## config.mk

```make
export PLATFORM = sky130hd
export DESIGN_NAME = sequenced_fragment_reassembly_control
export DESIGN_NICKNAME = d
export VERILOG_FILES = /design/src/sv/sfrc_pkg.sv /design/src/sv/sfrc_core.sv /design/src/sv/sequenced_fragment_reassembly_control.sv
export SDC_FILE = /design/constraint.sdc
export NUM_CORES = 1
export LEC_CHECK = 0
export BUFFER_PORTS_ARGS = -buffer_cell sky130_fd_sc_hd__buf_2
export CAP_MARGIN = 20
export CORE_MARGIN = 5
export CORE_UTILIZATION = 50
export DETAILED_ROUTE_END_ITERATION = 7
export GPL_TIMING_DRIVEN = 1
export PLACE_DENSITY_LB_ADDON = 0.15
export SLEW_MARGIN = 20
export SYNTH_ARGS = -nofsm -noshare
export SYNTH_HDL_FRONTEND = slang
export SYNTH_SLANG_ARGS = --single-unit
export TNS_END_PERCENT = 20
```

## constraint.sdc

```tcl
create_clock -name clk -period 11.75 [get_ports clk]
set_input_delay 0.5875 -clock clk [delete_from_list [all_inputs] [get_ports clk]]
set_output_delay 0.5875 -clock clk [all_outputs]
set_load 0.005 [all_outputs]
```

## src/sv/sfrc_pkg.sv

```systemverilog
`default_nettype none
package sfrc_pkg;

	localparam int SEQ_W   = 31;
	localparam int LEN_W   = 16;
	localparam int PRES_W  = 11;
	localparam int CBYTE_W = 15;
	localparam int VERD_W  = 3;

	localparam logic [LEN_W-1:0] FRAG_PAYLOAD_BYTES      = 16'd1300;
	localparam logic [LEN_W:0]   REASSEMBLY_BUFFER_BYTES = 17'd32768;
	localparam logic [LEN_W-1:0] RECEIVE_CAPACITY_RESET  = 16'd32768;

	typedef logic [VERD_W-1:0] verdict_t;

	localparam verdict_t V_STALE         = 3'd0;
	localparam verdict_t V_GAP           = 3'd1;
	localparam verdict_t V_BAD_LENGTH    = 3'd2;
	localparam verdict_t V_PARTIAL       = 3'd3;
	localparam verdict_t V_OVERFLOW      = 3'd4;
	localparam verdict_t V_DELIVER_WHOLE = 3'd5;
	localparam verdict_t V_DELIVER_REASM = 3'd6;

	// one parsed header request
	typedef struct packed {
		logic [SEQ_W-1:0]        seq_number;
		logic                    is_fragment;
		logic signed [LEN_W-1:0] frag_offset;
		logic signed [LEN_W-1:0] frag_bytes;
		logic [PRES_W-1:0]       bytes_present;
	} hdr_t;

	// one result request
	typedef struct packed {
		verdict_t            verdict;
		logic [SEQ_W-1:0]    skipped_count;
		logic [LEN_W-1:0]    copy_offset;
		logic [CBYTE_W-1:0]  copy_bytes;
		logic [LEN_W-1:0]    message_bytes;
	} result_t;

endpackage
`default_nettype wire

```

## src/sv/sfrc_core.sv

```systemverilog
`default_nettype none
module sfrc_core (
	input  wire logic                           clk,
	input  wire logic                           arst_n,
	input  wire logic                           fire,
	input  wire sfrc_pkg::hdr_t                 hdr,
	input  wire logic [sfrc_pkg::LEN_W-1:0]     capacity,
	output sfrc_pkg::result_t                   res
);
	import sfrc_pkg::*;

	logic [SEQ_W-1:0] last_seq_q;
	logic [SEQ_W-1:0] asm_seq_q;
	logic [LEN_W-1:0] asm_bytes_q;

	logic [SEQ_W-1:0] last_seq_d;
	logic [SEQ_W-1:0] asm_seq_d;
	logic [LEN_W-1:0] asm_bytes_d;

	logic             stale;
	logic             new_seq;
	logic [LEN_W-1:0] eff_asm;
	logic             gap;
	logic             bad_len;
	logic [LEN_W:0]   sum17;
	logic [LEN_W-1:0] total;

	always_comb begin
		stale   = hdr.seq_number <= last_seq_q;
		new_seq = hdr.seq_number != asm_seq_q;
		eff_asm = new_seq ? '0 : asm_bytes_q;
		// offset is signed, assembled count is unsigned
		gap     = $signed({hdr.frag_offset[LEN_W-1], hdr.frag_offset})
		          != $signed({1'b0, eff_asm});
		sum17   = {1'b0, eff_asm} + {1'b0, hdr.frag_bytes};
		bad_len = hdr.frag_bytes[LEN_W-1]
		          || ({1'b0, hdr.frag_bytes[LEN_W-2:0]}
		              > {{(LEN_W-PRES_W){1'b0}}, hdr.bytes_present})
		          || (sum17 > REASSEMBLY_BUFFER_BYTES);
		total   = sum17[LEN_W-1:0];

		res         = '0;
		last_seq_d  = last_seq_q;
		asm_seq_d   = asm_seq_q;
		asm_bytes_d = asm_bytes_q;

		if (stale) begin
			res.verdict = V_STALE;
		end else begin
			res.skipped_count = hdr.seq_number - last_seq_q - {{(SEQ_W-1){1'b0}}, 1'b1};
			if (!hdr.is_fragment) begin
				res.verdict = V_DELIVER_WHOLE;
				last_seq_d  = hdr.seq_number;
			end else begin
				// a new sequence restarts assembly even if rejected below
				asm_seq_d   = hdr.seq_number;
				asm_bytes_d = eff_asm;
				if (gap) begin
					res.verdict = V_GAP;
				end else if (bad_len) begin
					res.verdict = V_BAD_LENGTH;
				end else begin
					res.copy_offset = eff_asm;
					res.copy_bytes  = hdr.frag_bytes[CBYTE_W-1:0];
					asm_bytes_d     = total;
					if (hdr.frag_bytes == FRAG_PAYLOAD_BYTES) begin
						res.verdict = V_PARTIAL;
					end else if (total > capacity) begin
						res.verdict = V_OVERFLOW;
					end else begin
						res.verdict       = V_DELIVER_REASM;
						res.message_bytes = total;
						asm_bytes_d       = '0;
						last_seq_d        = hdr.seq_number;
					end
				end
			end
		end
	end

	always_ff @(posedge clk or negedge arst_n) begin
		if (!arst_n) begin
			last_seq_q  <= '0;
			asm_seq_q   <= '0;
			asm_bytes_q <= '0;
		end else if (fire) begin
			last_seq_q  <= last_seq_d;
			asm_seq_q   <= asm_seq_d;
			asm_bytes_q <= asm_bytes_d;
		end
	end

	a_deliver_clears: assert property (@(posedge clk) disable iff (!arst_n)
		fire && res.verdict == V_DELIVER_REASM
		|=> asm_bytes_q == '0 && last_seq_q == $past(hdr.seq_number))
		else $error("reassembled delivery did not close the message");

	a_last_monotonic: assert property (@(posedge clk) disable iff (!arst_n)
		fire |=> last_seq_q >= $past(last_seq_q))
		else $error("last accepted sequence went backward");

	a_hold_when_idle: assert property (@(posedge clk) disable iff (!arst_n)
		!fire |=> $stable(last_seq_q) && $stable(asm_seq_q) && $stable(asm_bytes_q))
		else $error("state changed without a request");

	a_buffer_bound: assert property (@(posedge clk) disable iff (!arst_n)
		{1'b0, asm_bytes_q} <= REASSEMBLY_BUFFER_BYTES)
		else $error("assembled length beyond buffer");

endmodule
`default_nettype wire

```

## src/sv/sequenced_fragment_reassembly_control.sv

```systemverilog
// requests pass the input register, then are decided into the result register
// throughput: one request per cycle; out_stall backs up straight into in_stall
// through the input and result registers, with no bubble while both drain
// reset: arst_n clears sequence state, assembly state and both valid flags;
// receive_capacity returns to 32768
`default_nettype none
module sequenced_fragment_reassembly_control (
	input  wire logic                                clk,
	input  wire logic                                arst_n,
	// configuration
	input  wire logic                                cfg_wr_en,
	input  wire logic [sfrc_pkg::LEN_W-1:0]          cfg_wr_data,
	// header requests
	input  wire logic                                in_valid,
	output logic                                     in_stall,
	input  wire logic [sfrc_pkg::SEQ_W-1:0]          seq_number,
	input  wire logic                                is_fragment,
	input  wire logic signed [sfrc_pkg::LEN_W-1:0]   frag_offset,
	input  wire logic signed [sfrc_pkg::LEN_W-1:0]   frag_bytes,
	input  wire logic [sfrc_pkg::PRES_W-1:0]         bytes_present,
	// result requests
	output logic                                     out_valid,
	input  wire logic                                out_stall,
	output logic [sfrc_pkg::VERD_W-1:0]              verdict,
	output logic [sfrc_pkg::SEQ_W-1:0]               skipped_count,
	output logic [sfrc_pkg::LEN_W-1:0]               copy_offset,
	output logic [sfrc_pkg::CBYTE_W-1:0]             copy_bytes,
	output logic [sfrc_pkg::LEN_W-1:0]               message_bytes
);
	import sfrc_pkg::*;

	logic [LEN_W-1:0] capacity_q;

	// input register
	logic    valid_s1;
	hdr_t    hdr_s1;

	// result register
	logic    valid_s2;
	result_t res_s2;

	result_t res_c;
	logic    advance;
	logic    fire;
	logic    in_take;

	// result register frees when empty or being taken this edge
	assign advance  = !valid_s2 || !out_stall;
	// the header in s1 is decided and state updated as it moves to s2
	assign fire     = valid_s1 && advance;
	assign in_stall = valid_s1 && !advance;
	assign in_take  = in_valid && !in_stall;

	always_ff @(posedge clk or negedge arst_n) begin
		if (!arst_n) begin
			capacity_q <= RECEIVE_CAPACITY_RESET;
		end else if (cfg_wr_en) begin
			capacity_q <= cfg_wr_data;
		end
	end

	always_ff @(posedge clk or negedge arst_n) begin
		if (!arst_n) begin
			valid_s1 <= 1'b0;
		end else if (!in_stall) begin
			valid_s1 <= in_valid;
		end
	end

	// payload, no reset needed
	always_ff @(posedge clk) begin
		if (in_take) begin
			hdr_s1.seq_number    <= seq_number;
			hdr_s1.is_fragment   <= is_fragment;
			hdr_s1.frag_offset   <= frag_offset;
			hdr_s1.frag_bytes    <= frag_bytes;
			hdr_s1.bytes_present <= bytes_present;
		end
	end

	// decision logic and sequence / assembly state
	sfrc_core u_core (
		.clk      (clk),
		.arst_n   (arst_n),
		.fire     (fire),
		.hdr      (hdr_s1),
		.capacity (capacity_q),
		.res      (res_c)
	);

	always_ff @(posedge clk or negedge arst_n) begin
		if (!arst_n) begin
			valid_s2 <= 1'b0;
		end else if (advance) begin
			valid_s2 <= valid_s1;
		end
	end

	always_ff @(posedge clk) begin
		if (fire) begin
			res_s2 <= res_c;
		end
	end

	assign out_valid     = valid_s2;
	assign verdict       = res_s2.verdict;
	assign skipped_count = res_s2.skipped_count;
	assign copy_offset   = res_s2.copy_offset;
	assign copy_bytes    = res_s2.copy_bytes;
	assign message_bytes = res_s2.message_bytes;

	a_no_loss: assert property (@(posedge clk) disable iff (!arst_n)
		valid_s2 && out_stall |=> valid_s2 && $stable(res_s2))
		else $error("stalled result lost or changed");

	a_s1_held: assert property (@(posedge clk) disable iff (!arst_n)
		in_stall |=> valid_s1 && $stable(hdr_s1))
		else $error("held header lost");

	a_fire_fills: assert property (@(posedge clk) disable iff (!arst_n)
		fire |=> valid_s2)
		else $error("decided header produced no result");

endmodule
`default_nettype wire

```

==> run metrics, run 1 <==
CTS Hold Bufs=1; Worst setup EP type=register; Yosys Warn Count=0; Die Ht=176 um; number of flops mapped to enable cells by yosys=156; Num Clock Sinks=252; CP max stage delay=~0.8 ns; top achievable clock speed=~140 MHz; commonest non-fill, non-tap cells in the layout=177 x buf_2, 156 x edfxtp_1, 95 x dfrtp_1; first-pass GRT wire length=just under 60 mm; status=completed; #FFs+latches synth=between 200 and 300; DP Cell Count=approximately 1800; Starting Density=0.510; CP Max Fanout=17; Primary FF master, synth=edfxtp_1; Synth async-reset ratio=0.381; Cell Rows=60; PwrDens=133 nW/um2; Antenna Nets Post-Route=0; Final Skew=about 0.012 ns; Die X=176 um; MaxCap Viol Count=0; IO Port Bufs=178; Worst setup SP type=register; Post-Syn Area=~14000 um2; post-CTS sizing=0; core area=approximately 27000 um2; syn avg cell area=between 10 and 15 um2; sequential share of the synthesized area=0.513; CTS max path bufs=3; worst hold path class=in -> reg; Slew @ Worst Pin=1.18 ns; H-Tree Depth=1; fin cells=about 1800; post-DR wirelength/cell=approximately 20 um; fin nets=1608; setup ws final=around 4.7 ns; Hold Slack=roughly 0.22 ns; unrepaired setup endpoints after global routing=no; max-slew violations=0; cts bufs inserted=28; Vias=10800; slew margin rel.=0.203; critical path cell sequence=xor2_1, nor4_1, nand4_1, nor3_1, ha_1, a211oi_2, o21ai_1, a2111oi_0, nor3_1, xor2_1, ha_1, and4_1, nand2_1, nor2_1, a221o_1, a2111oi_0, a22oi_1, nor2_1, nor3_4, a22o_1; post-synthesis cell count=1274; gr ovfl total=0; setup TNS=0 ns; antenna violations before repair=0; Crit Path Class=reg -> reg; Design Area, Final=roughly 16000 um2; clock insertion delay at the later pin of the skew report=0.54 ns; filler instances=2254; VDD IR max=between 0.1 and 0.15 mV; Final Setup Violations=0; Area Growth Syn to Fin=16.2%; clock slew at reported path FFs=0.06 ns; final wirelength=roughly 37 mm; Arr. time, crit path=between 7 and 8 ns; Residual DRC=0; Placer Congestion=0.899; Required @ worst endpoint=12.18 ns; Tot GR Track Use=0.234; I/O Pins=roughly 180; footprint of the multi-input gates=6190 um2; Root Buffer=clkbuf_16; Detail Placement HPWL=~26 mm; Hold Vio Cnt, Final=0; register area=just over 7000 um2; slowest cell on the critical path=nor2_1; layout cell share with drive strength beyond 1=0.177; final period utilization=0.597; Die ar.=roughly 31000 um2; Via density=just under 6; largest net degree at the start of global routing=76; pre-CTS setup slack=4.86 ns; Static Leak=between 7 and 8 nW; antenna cells=0; number of global-route vias before repair=between 10000 and 15000; Period minus WS final=roughly 7.0 ns; Detailed Routing Iterations Pass 1=5; Netlist cell types=between 70 and 80; Initial DRC Count=roughly 1200; placed inst area=15000 um2; CTS tree=done; Post-CTS Setup Repair Bufs=0; most common cell after layout, fill and taps aside=buf_2
power by group:
group | internal [mW] | total [mW] | leakage [nW] | switching (mW)
clock network | 0.572 | 0.926 | 0.487 | 0.355
logic | 0.0676 | 0.197 | 4.15 | 0.129
registers | 0.989 | 1.01 | 2.68 | 0.0252
worst max-delay path: cells and delay by family (launching register included):
family / cells / cell delay [ns]
AO/OA/AOI/OAI: 7 / 2.39
AND/OR/NAND/NOR: 9 / 2.83
adder cells (fa/ha/maj): 2 / 0.67
flip-flops: 1 / 0.46
XOR/XNOR: 2 / 0.56
cell families (layout without fill, tap and decap cells):
| family | count (synthesis) | in the layout | synth area share |
|---|---|---|---|
| muxes | 35 | 35 | 0.0282 |
| buffers and inverters | 151 | 331 | 0.0418 |
| DFF | 252 | 252 | 0.513 |
| xor gates and xnor gates | 65 | 65 | 0.0412 |
| other | 1 | 5 | 0.000271 |
| and+or+nand+nor | 428 | 428 | 0.163 |
| adders and majority gates | 76 | 76 | 0.0699 |
| AOI/OAI and AO/OA | 266 | 266 | 0.143 |
through the flow:
step           total power [mW]   util
2_1_floorplan              1.14      -
3_3_place_gp               1.22  0.555
3_5_place_dp               1.23  0.555
4_1_cts                    2.15  0.592
5_1_grt                    2.22  0.593
6_report                   2.14  0.593
area by class of cell:
cell class              count  area share
flip-flops and latches    252       0.441
clock buffers              34      0.0476
clock inverters            18      0.0138
repair buffers            190      0.0626
inverters                  89      0.0208
well taps                 372      0.0290
multi-input cells         875       0.385
per-layer routing:
layer / part of all wire / track usage / up-vias
li1: - / - / 5097
met1: 0.47 / 0.363 / 5216
met4: 0.016 / 0.0468 / 0
met3: 0.079 / 0.0343 / 50
met2: 0.43 / 0.351 / 454
met5: 0 / 0 / -
state kept, by name, indices dropped and copies added (netlist names), 16 cells and up:
| register | cells |
|---|---|
| skipped_count | 31 |
| u_core.asm_seq_q | 31 |
| copy_offset | 16 |
| u_core.last_seq_q | 31 |
| message_bytes | 16 |
| capacity_q | 16 |
| hdr_s1 | 75 |
| u_core.asm_bytes_q | 16 |
synthesized netlist by cell type, types with 11 or more instances:
library cell	number	area, um2
mux2_1	25	282
and2_1	24	150
dfrtp_1	95	2380
ha_1	74	926
nand2_1	88	330
a211oi_1	13	97.6
nand3_1	51	255
o311ai_1	31	272
and3_1	47	294
a22o_1	17	149
nor2_1	79	297
nor2b_1	11	68.8
a21oi_1	43	215
inv_1	89	334
nor3_1	29	145
a221oi_1	37	324
o21ai_0	31	155
nand4_1	16	100
xnor2_1	19	166
nor3b_1	32	240
xor2_1	46	403
clkbuf_1	56	210
nor4_1	12	75.1
a21o_1	16	120
edfxtp_1	156	4680
path summary, 6_finish.rpt:
| check | cells after the start | slack (ns) | to | startpoint |
|---|---|---|---|---|
| max | 20 | 4.73 | u_core.asm_bytes_q[6] | hdr_s1[71] |
| min | 1 | 0.22 | hdr_s1[14] | frag_bytes[3] |
| max in group asynchronous | 4 | 10.28 | valid_s1 | arst_n |
| max reg2reg | 20 | 4.73 | u_core.asm_bytes_q[6] | hdr_s1[71] |
| min reg2reg | 1 | 0.49 | out_valid | valid_s1 |
| min in group asynchronous | 2 | 0.50 | capacity_q[8] | arst_n |
Note: power is estimated with default switching activity, not from simulation.
==> run 2: changes to the inputs <==
Settings changed: ABC_AREA set to 1.
Clock period 11.75 ns to 7.3 ns, I/O delays scaled along.
==> run 2 against run 1 <==
Sequential share of layout area is 1.2 points lower. Routed wire length increased by 1.4%. Critical path depth up 11. Highest routed layer unchanged.
==> run metrics, run 2 <==
Placer Congestion=0.944 (+5.0%); Primary FF master, synth=edfxtp_1; Sw Ratio=0.349 (+0.111); Final Skew=0.0280 ns (+0.0159 ns); Num Clock Sinks=252 (unchanged); Die Ht=175 um (-0.51%); number of flops mapped to enable cells by yosys=156 (unchanged); Detail Placement HPWL=26.9 mm (+3.9%); layout cell share with drive strength beyond 1=0.148 (-0.0287); VDD IR max=0.252 mV (+110%); Detailed Routing Iterations Pass 1=5 (unchanged); sequential power share=0.405 (-0.070); first-pass GRT wire length=60.3 mm (+4.0%); Synth async-reset ratio=0.381 (unchanged); cell mode on critical path=nand2_1; Required @ worst endpoint=7.75 ns (-4.43 ns); clock insertion delay at the later pin of the skew report=0.56 ns (+0.02 ns); clock power share=0.271 (-0.162); antenna cells=0 (unchanged); Netlist cell types=48 (-37%); top-count cell post-synth=nand2_1; cts bufs inserted=28 (unchanged); placed inst area=14900 um2 (-0.90%); Antenna Nets Post-Route=0 (unchanged); I/O Pins=179 (unchanged); critical path depth=31 (+55%); gr ovfl total=0 (unchanged); setup TNS=0 ns (unchanged); largest net degree at the start of global routing=76 (unchanged); Design Area, Final=16500 um2 (+2.9%); Comb pwr share=0.324 (+0.232); PwrDens=311 nW/um2 (+130%); number of global-route vias before repair=11100 (+7.5%); Crit Path Class=reg -> reg; MaxCap Viol Count=0 (unchanged); #FFs+latches synth=252 (unchanged); post-synthesis cell count=1589 (+25%); CP endpoint=u_core.asm_bytes_q[11]; WP buf/inv=3 (+3); fin cells=2209 (+21%); syn avg cell area=8.60 um2 (-21%); Arr. time, crit path=6.24 ns (-1.21 ns); CTS max path bufs=3 (unchanged); slew margin rel.=0.301 (+0.0981); Cell Rows=60 (unchanged); cell taking the most area after synthesis=edfxtp_1; Via density=5.19 (-12%); top achievable clock speed=173 MHz (+21%); commonest non-fill, non-tap cells in the layout=462 x nand2_1, 247 x inv_1, 177 x buf_2; Hold Slack=0.0295 ns (-0.190 ns); largest reg by FF count=hdr_s1; Die ar.=30800 um2 (-1.0%); Yosys Warn Count=0 (unchanged); Yosys top cell area share=0.343 (+0.00369); core area=27000 um2 (-0.55%); Top delay family on crit path=simple AND/OR/NAND/NOR gates; Layout Utilization=0.613 (+0.0205); clock slew at reported path FFs=0.06 ns (about the same); Crit. Startpoint=hdr_s1[71]; Worst setup EP type=register; IO Port Bufs=178 (unchanged); Final Setup Violations=0 (unchanged); synth top area cells=edfxtp_1 34%, dfrtp_1 17%, nand2_1 13%; max-slew violations=0 (unchanged); worst r2r src=hdr_s1[71]; final period utilization=0.793 (+0.195); Area Growth Syn to Fin=20.9%; Period minus WS final=5.79 ns (-1.23 ns); final wirelength=37.5 mm (+1.4%); CP Max Fanout=23 (+6); worst hold path class=in -> reg; Worst setup SP type=register; Vias=11500 (+5.9%); CTS tree=done; Initial DRC Count=943 (-19%); DP Cell Count=2087 (+18%); Die X=175 um (-0.51%); H-Tree Depth=1 (unchanged); reported net switching power=1.80 mW (+250%); antenna violations before repair=0 (unchanged); Post-Syn Area=13700 um2 (-1.1%); RR Endpoint=u_core.asm_bytes_q[11]; max FFs per register=75 (unchanged); reg2reg path depth=31 (+55%); unrepaired setup endpoints after global routing=no; top cells by count, synth=462 x nand2_1, 248 x inv_1, 156 x edfxtp_1, 124 x nor2_1; sequential share of the synthesized area=0.518 (+0.00558); P_int=3.35 mW (+110%); post-DR wirelength/cell=17.0 um (-16%); fin nets=2018 (+25%); Residual DRC=0 (unchanged); Tot GR Track Use=0.243 (+0.00926); most common cell after layout, fill and taps aside=nand2_1; status=completed; Post-CTS Setup Repair Bufs=0 (unchanged); CP max stage delay=0.78 ns (-0.02 ns); slowest cell on the critical path=nor2_2; R2R setup slack=1.51 ns (-3.22 ns); Static Leak=8.26 nW (+13%); Slew @ Worst Pin=1.05 ns (-0.131 ns); Hold Vio Cnt, Final=0 (unchanged); Root Buffer=clkbuf_16; Starting Density=0.507 (-0.00268)
run 2: stage by stage:
step	total power, mW	setup slack [ns]
after floorplan	3.21	2.02
after global placement	3.71	1.67
after detailed placement	3.73	1.67
after CTS	5.17	1.62
after global routing	5.52	0.987
final	5.14	1.51
run 2: final cells by class:
class / instances / area, um2
inverter: 255 / 957
clock inverter: 14 / 153
clock buffer: 38 / 768
multi-input combinational: 1050 / 5460
tap: 341 / 427
sequential: 252 / 7090
timing repair buffer: 259 / 1680
fill: 2323 / 10400
run 2: repair_timing:
action,4_1_cts,5_1_grt
hold endpoints to repair,105,0
hold buffers,70,0
setup endpoints to repair,0,0
gates resized for setup,0,0
run 2: worst min path at each step:
stage,start,end,slack [ns],cells after the start
global placement,arst_n,capacity_q[6],0.37,1
detailed placement,arst_n,capacity_q[2],0.38,1
finish,seq_number[21],hdr_s1[65],0.03,1
floorplan,arst_n,capacity_q[0],0.07,0
global route,seq_number[21],hdr_s1[65],0.003,1
CTS,seq_number[19],hdr_s1[63],0.003,1
run 2: power by group through the flow:
stage / logic (mW) / clock network, mW / registers [mW]
finish: 1.67 / 1.39 / 2.08
global route: 1.91 / 1.49 / 2.11
CTS: 1.67 / 1.42 / 2.08
detailed placement: 1.63 / 0 / 2.10
global placement: 1.61 / 0 / 2.10
floorplan: 1.14 / 0 / 2.07
run 2: metal layers:
metal | up-vias | wire length [um] | global-route usage
met5 | - | 0 | 0
met4 | 0 | 771 | 0.0498
li1 | 5652 | - | -
met3 | 54 | 2800 | 0.0478
met1 | 5347 | 17900 | 0.366
met2 | 407 | 16100 | 0.368
run 2: kinds of logic after synthesis:
group                    Yosys count  share of synthesized area
XOR/XNOR                          35                     0.0224
adder cells (fa/ha/maj)           76                     0.0706
buffers and inverters            291                     0.0838
AO/OA/AOI/OAI                    171                     0.0672
AND/OR/NAND/NOR                  762                      0.236
other                              1                   0.000274
flip-flops                       252                      0.518
multiplexers                       1                   0.000824
==> run 3: changes to the inputs <==
Settings changed: ABC_AREA 1 to 0.
Clock period 7.3 ns to 4.85 ns, I/O delays scaled along.
==> run 3 against run 2 <==
The flow now finishes with violations (setup timing). Global-route usage up 1.2 points. Sequential power up 17%. Count of clock-buffer cells in the layout up 2. First-iteration DRC count up 8.4%. Total power up 1.0%. Largest cell class unchanged. Largest power group unchanged.
==> run metrics, run 3 (synthesis results as in run 1) <==
RR Endpoint=u_core.last_seq_q[0]; most common cell after layout, fill and taps aside=buf_2; setup ws final=-0.410 ns (-1.92 ns); MaxCap Viol Count=0 (unchanged); IO Port Bufs=178 (unchanged); clock slew at reported path FFs=0.06 ns (about the same); first-pass GRT wire length=63.4 mm (+5.2%); CTS tree=done; Tot GR Track Use=0.255 (+0.0121); DP Cell Count=1920 (-8.0%); max FFs per register=75 (unchanged); Hold Slack=0.165 ns (+0.135 ns); gr ovfl total=0 (unchanged); Static Leak=8.46 nW (+2.5%); PwrDens=279 nW/um2 (-10%); slew margin rel.=0.295 (-0.00666); Via density=5.69 (+9.6%); largest reg by FF count=hdr_s1; H-Tree Depth=1 (unchanged); fin cells=2075 (-6.1%); core area=27100 um2 (+0.56%); filler instances=2035 (-12%); max-slew violations=0 (unchanged); Crit. Startpoint=hdr_s1[68]; post-DR wirelength/cell=19.4 um (+14%); number of global-route vias before repair=11500 (+3.7%); Residual DRC=0 (unchanged); commonest non-fill, non-tap cells in the layout=177 x buf_2, 156 x edfxtp_1, 153 x buf_4; Die Ht=176 um (+0.51%); Final Setup Violations=88 (+88); CP endpoint=u_core.last_seq_q[0]; status=finished with violations; Pwr Total=5.19 mW (+1.0%); Cell Rows=60 (unchanged); Worst setup EP type=register; fin nets=1853 (-8.2%); Arr. time, crit path=5.73 ns (-0.51 ns); CP Max Fanout=20 (-13%); Die ar.=31100 um2 (+1.0%); Slew @ Worst Pin=1.06 ns (+0.0125 ns); Hold Path Depth=3 (+2); layout cell share with drive strength beyond 1=0.275 (+0.127); top achievable clock speed=190 MHz (+10%); Required @ worst endpoint=5.32 ns (-2.43 ns); Hold Vio Cnt, Final=0 (unchanged); antenna violations before repair=0 (unchanged); reg2reg path depth=21 (-32%); cts bufs inserted=28 (unchanged); placed inst area=16400 um2 (+10%); Detailed Routing Iterations Pass 1=5 (unchanged); Layout Utilization=0.686 (+0.0728); final period utilization=1.08 (+0.292); failing checks=setup timing; antenna cells=0 (unchanged); Period minus WS final=5.26 ns (-0.528 ns); worst r2r src=hdr_s1[68]; Detail Placement HPWL=28.0 mm (+4.1%); largest net degree at the start of global routing=83 (+9.2%); Worst setup SP type=register; Area Growth Syn to Fin=34.5%; Design Area, Final=18600 um2 (+12%); Vias=11800 (+3.0%); R2R setup slack=-0.41 ns (-1.92 ns); Placer Congestion=0.923 (-2.2%); Antenna Nets Post-Route=0 (unchanged); I/O Pins=179 (unchanged); Die X=176 um (+0.51%); Final Skew=0.0106 ns (-0.0174 ns); Initial DRC Count=1022 (+8.4%); Root Buffer=clkbuf_16; CTS max path bufs=3 (unchanged); clock insertion delay at the later pin of the skew report=0.54 ns (-0.02 ns); Starting Density=0.510 (+0.00268); worst hold path class=in -> reg; Crit Path Class=reg -> reg; pre-CTS setup slack=-0.773 ns (-2.44 ns); final wirelength=40.3 mm (+7.4%); VDD IR max=0.287 mV (+14%); Num Clock Sinks=252 (unchanged); setup TNS=-21.37 ns (-21.37 ns); unrepaired setup endpoints after global routing=yes
-- run 3: layer usage --
layer  global-route usage  up-vias  share of wire
met5                    0        -              0
met4               0.0458        0          0.017
met3               0.0518       53          0.073
met2                0.395      378           0.45
met1                0.379     5777           0.46
li1                     -     5592              -
-- run 3: layout make-up --
class	instances	area, um2	share of cell area
clock inverters	12	82.6	0.00444
well taps	372	465	0.0250
clock buffers	40	818	0.0440
flip-flops and latches	252	7090	0.381
multi-input cells	875	6640	0.357
repair buffers	435	3170	0.171
inverters	89	334	0.0180
-- run 3: where the power goes --
group | switching, mW | leakage [nW] | total [mW] | internal [mW]
Clock | 0.849 | 0.445 | 2.07 | 1.22
Sequential | 0.0478 | 2.68 | 2.44 | 2.40
Combinational | 0.384 | 5.34 | 0.680 | 0.296
Total | 1.28 | 8.46 | 5.19 | 3.91
-- run 3: worst min-delay path by stage --
stage / from / end
2_1_floorplan: arst_n / capacity_q[0]
3_3_place_gp: seq_number[10] / hdr_s1[54]
3_5_place_dp: seq_number[10] / hdr_s1[54]
4_1_cts: cfg_wr_en / capacity_q[15]
5_1_grt: cfg_wr_en / capacity_q[15]
6_report: cfg_wr_en / capacity_q[15]
-- run 3: repair_timing --
item	CTS	global route
cloned	1	0
endpoints found under the setup margin	92	92
pin swaps	15	5
hold buffers	95	0
setup buffers	7	0
resized for setup	25	18
endpoints found under the hold margin	158	0
-- run 3: critical path, stage by stage (launching register included) --
cell and delay [ns]:
edfxtp_1 0.40, xor2_1 0.17, nor4_2 0.33, buf_4 0.18, and4_4 0.28, and3_1 0.20, ha_1 0.28, a21oi_2 0.19
o21ai_2 0.15, a221oi_2 0.35, a21oi_1 0.12, xor2_1 0.17, ha_1 0.33, a21o_1 0.18, a21o_1 0.17, a221o_1 0.32
a2111oi_4 0.22, a22oi_2 0.17, or2_4 0.30, buf_12 0.17, or4_1 0.41, nand3_1 0.08
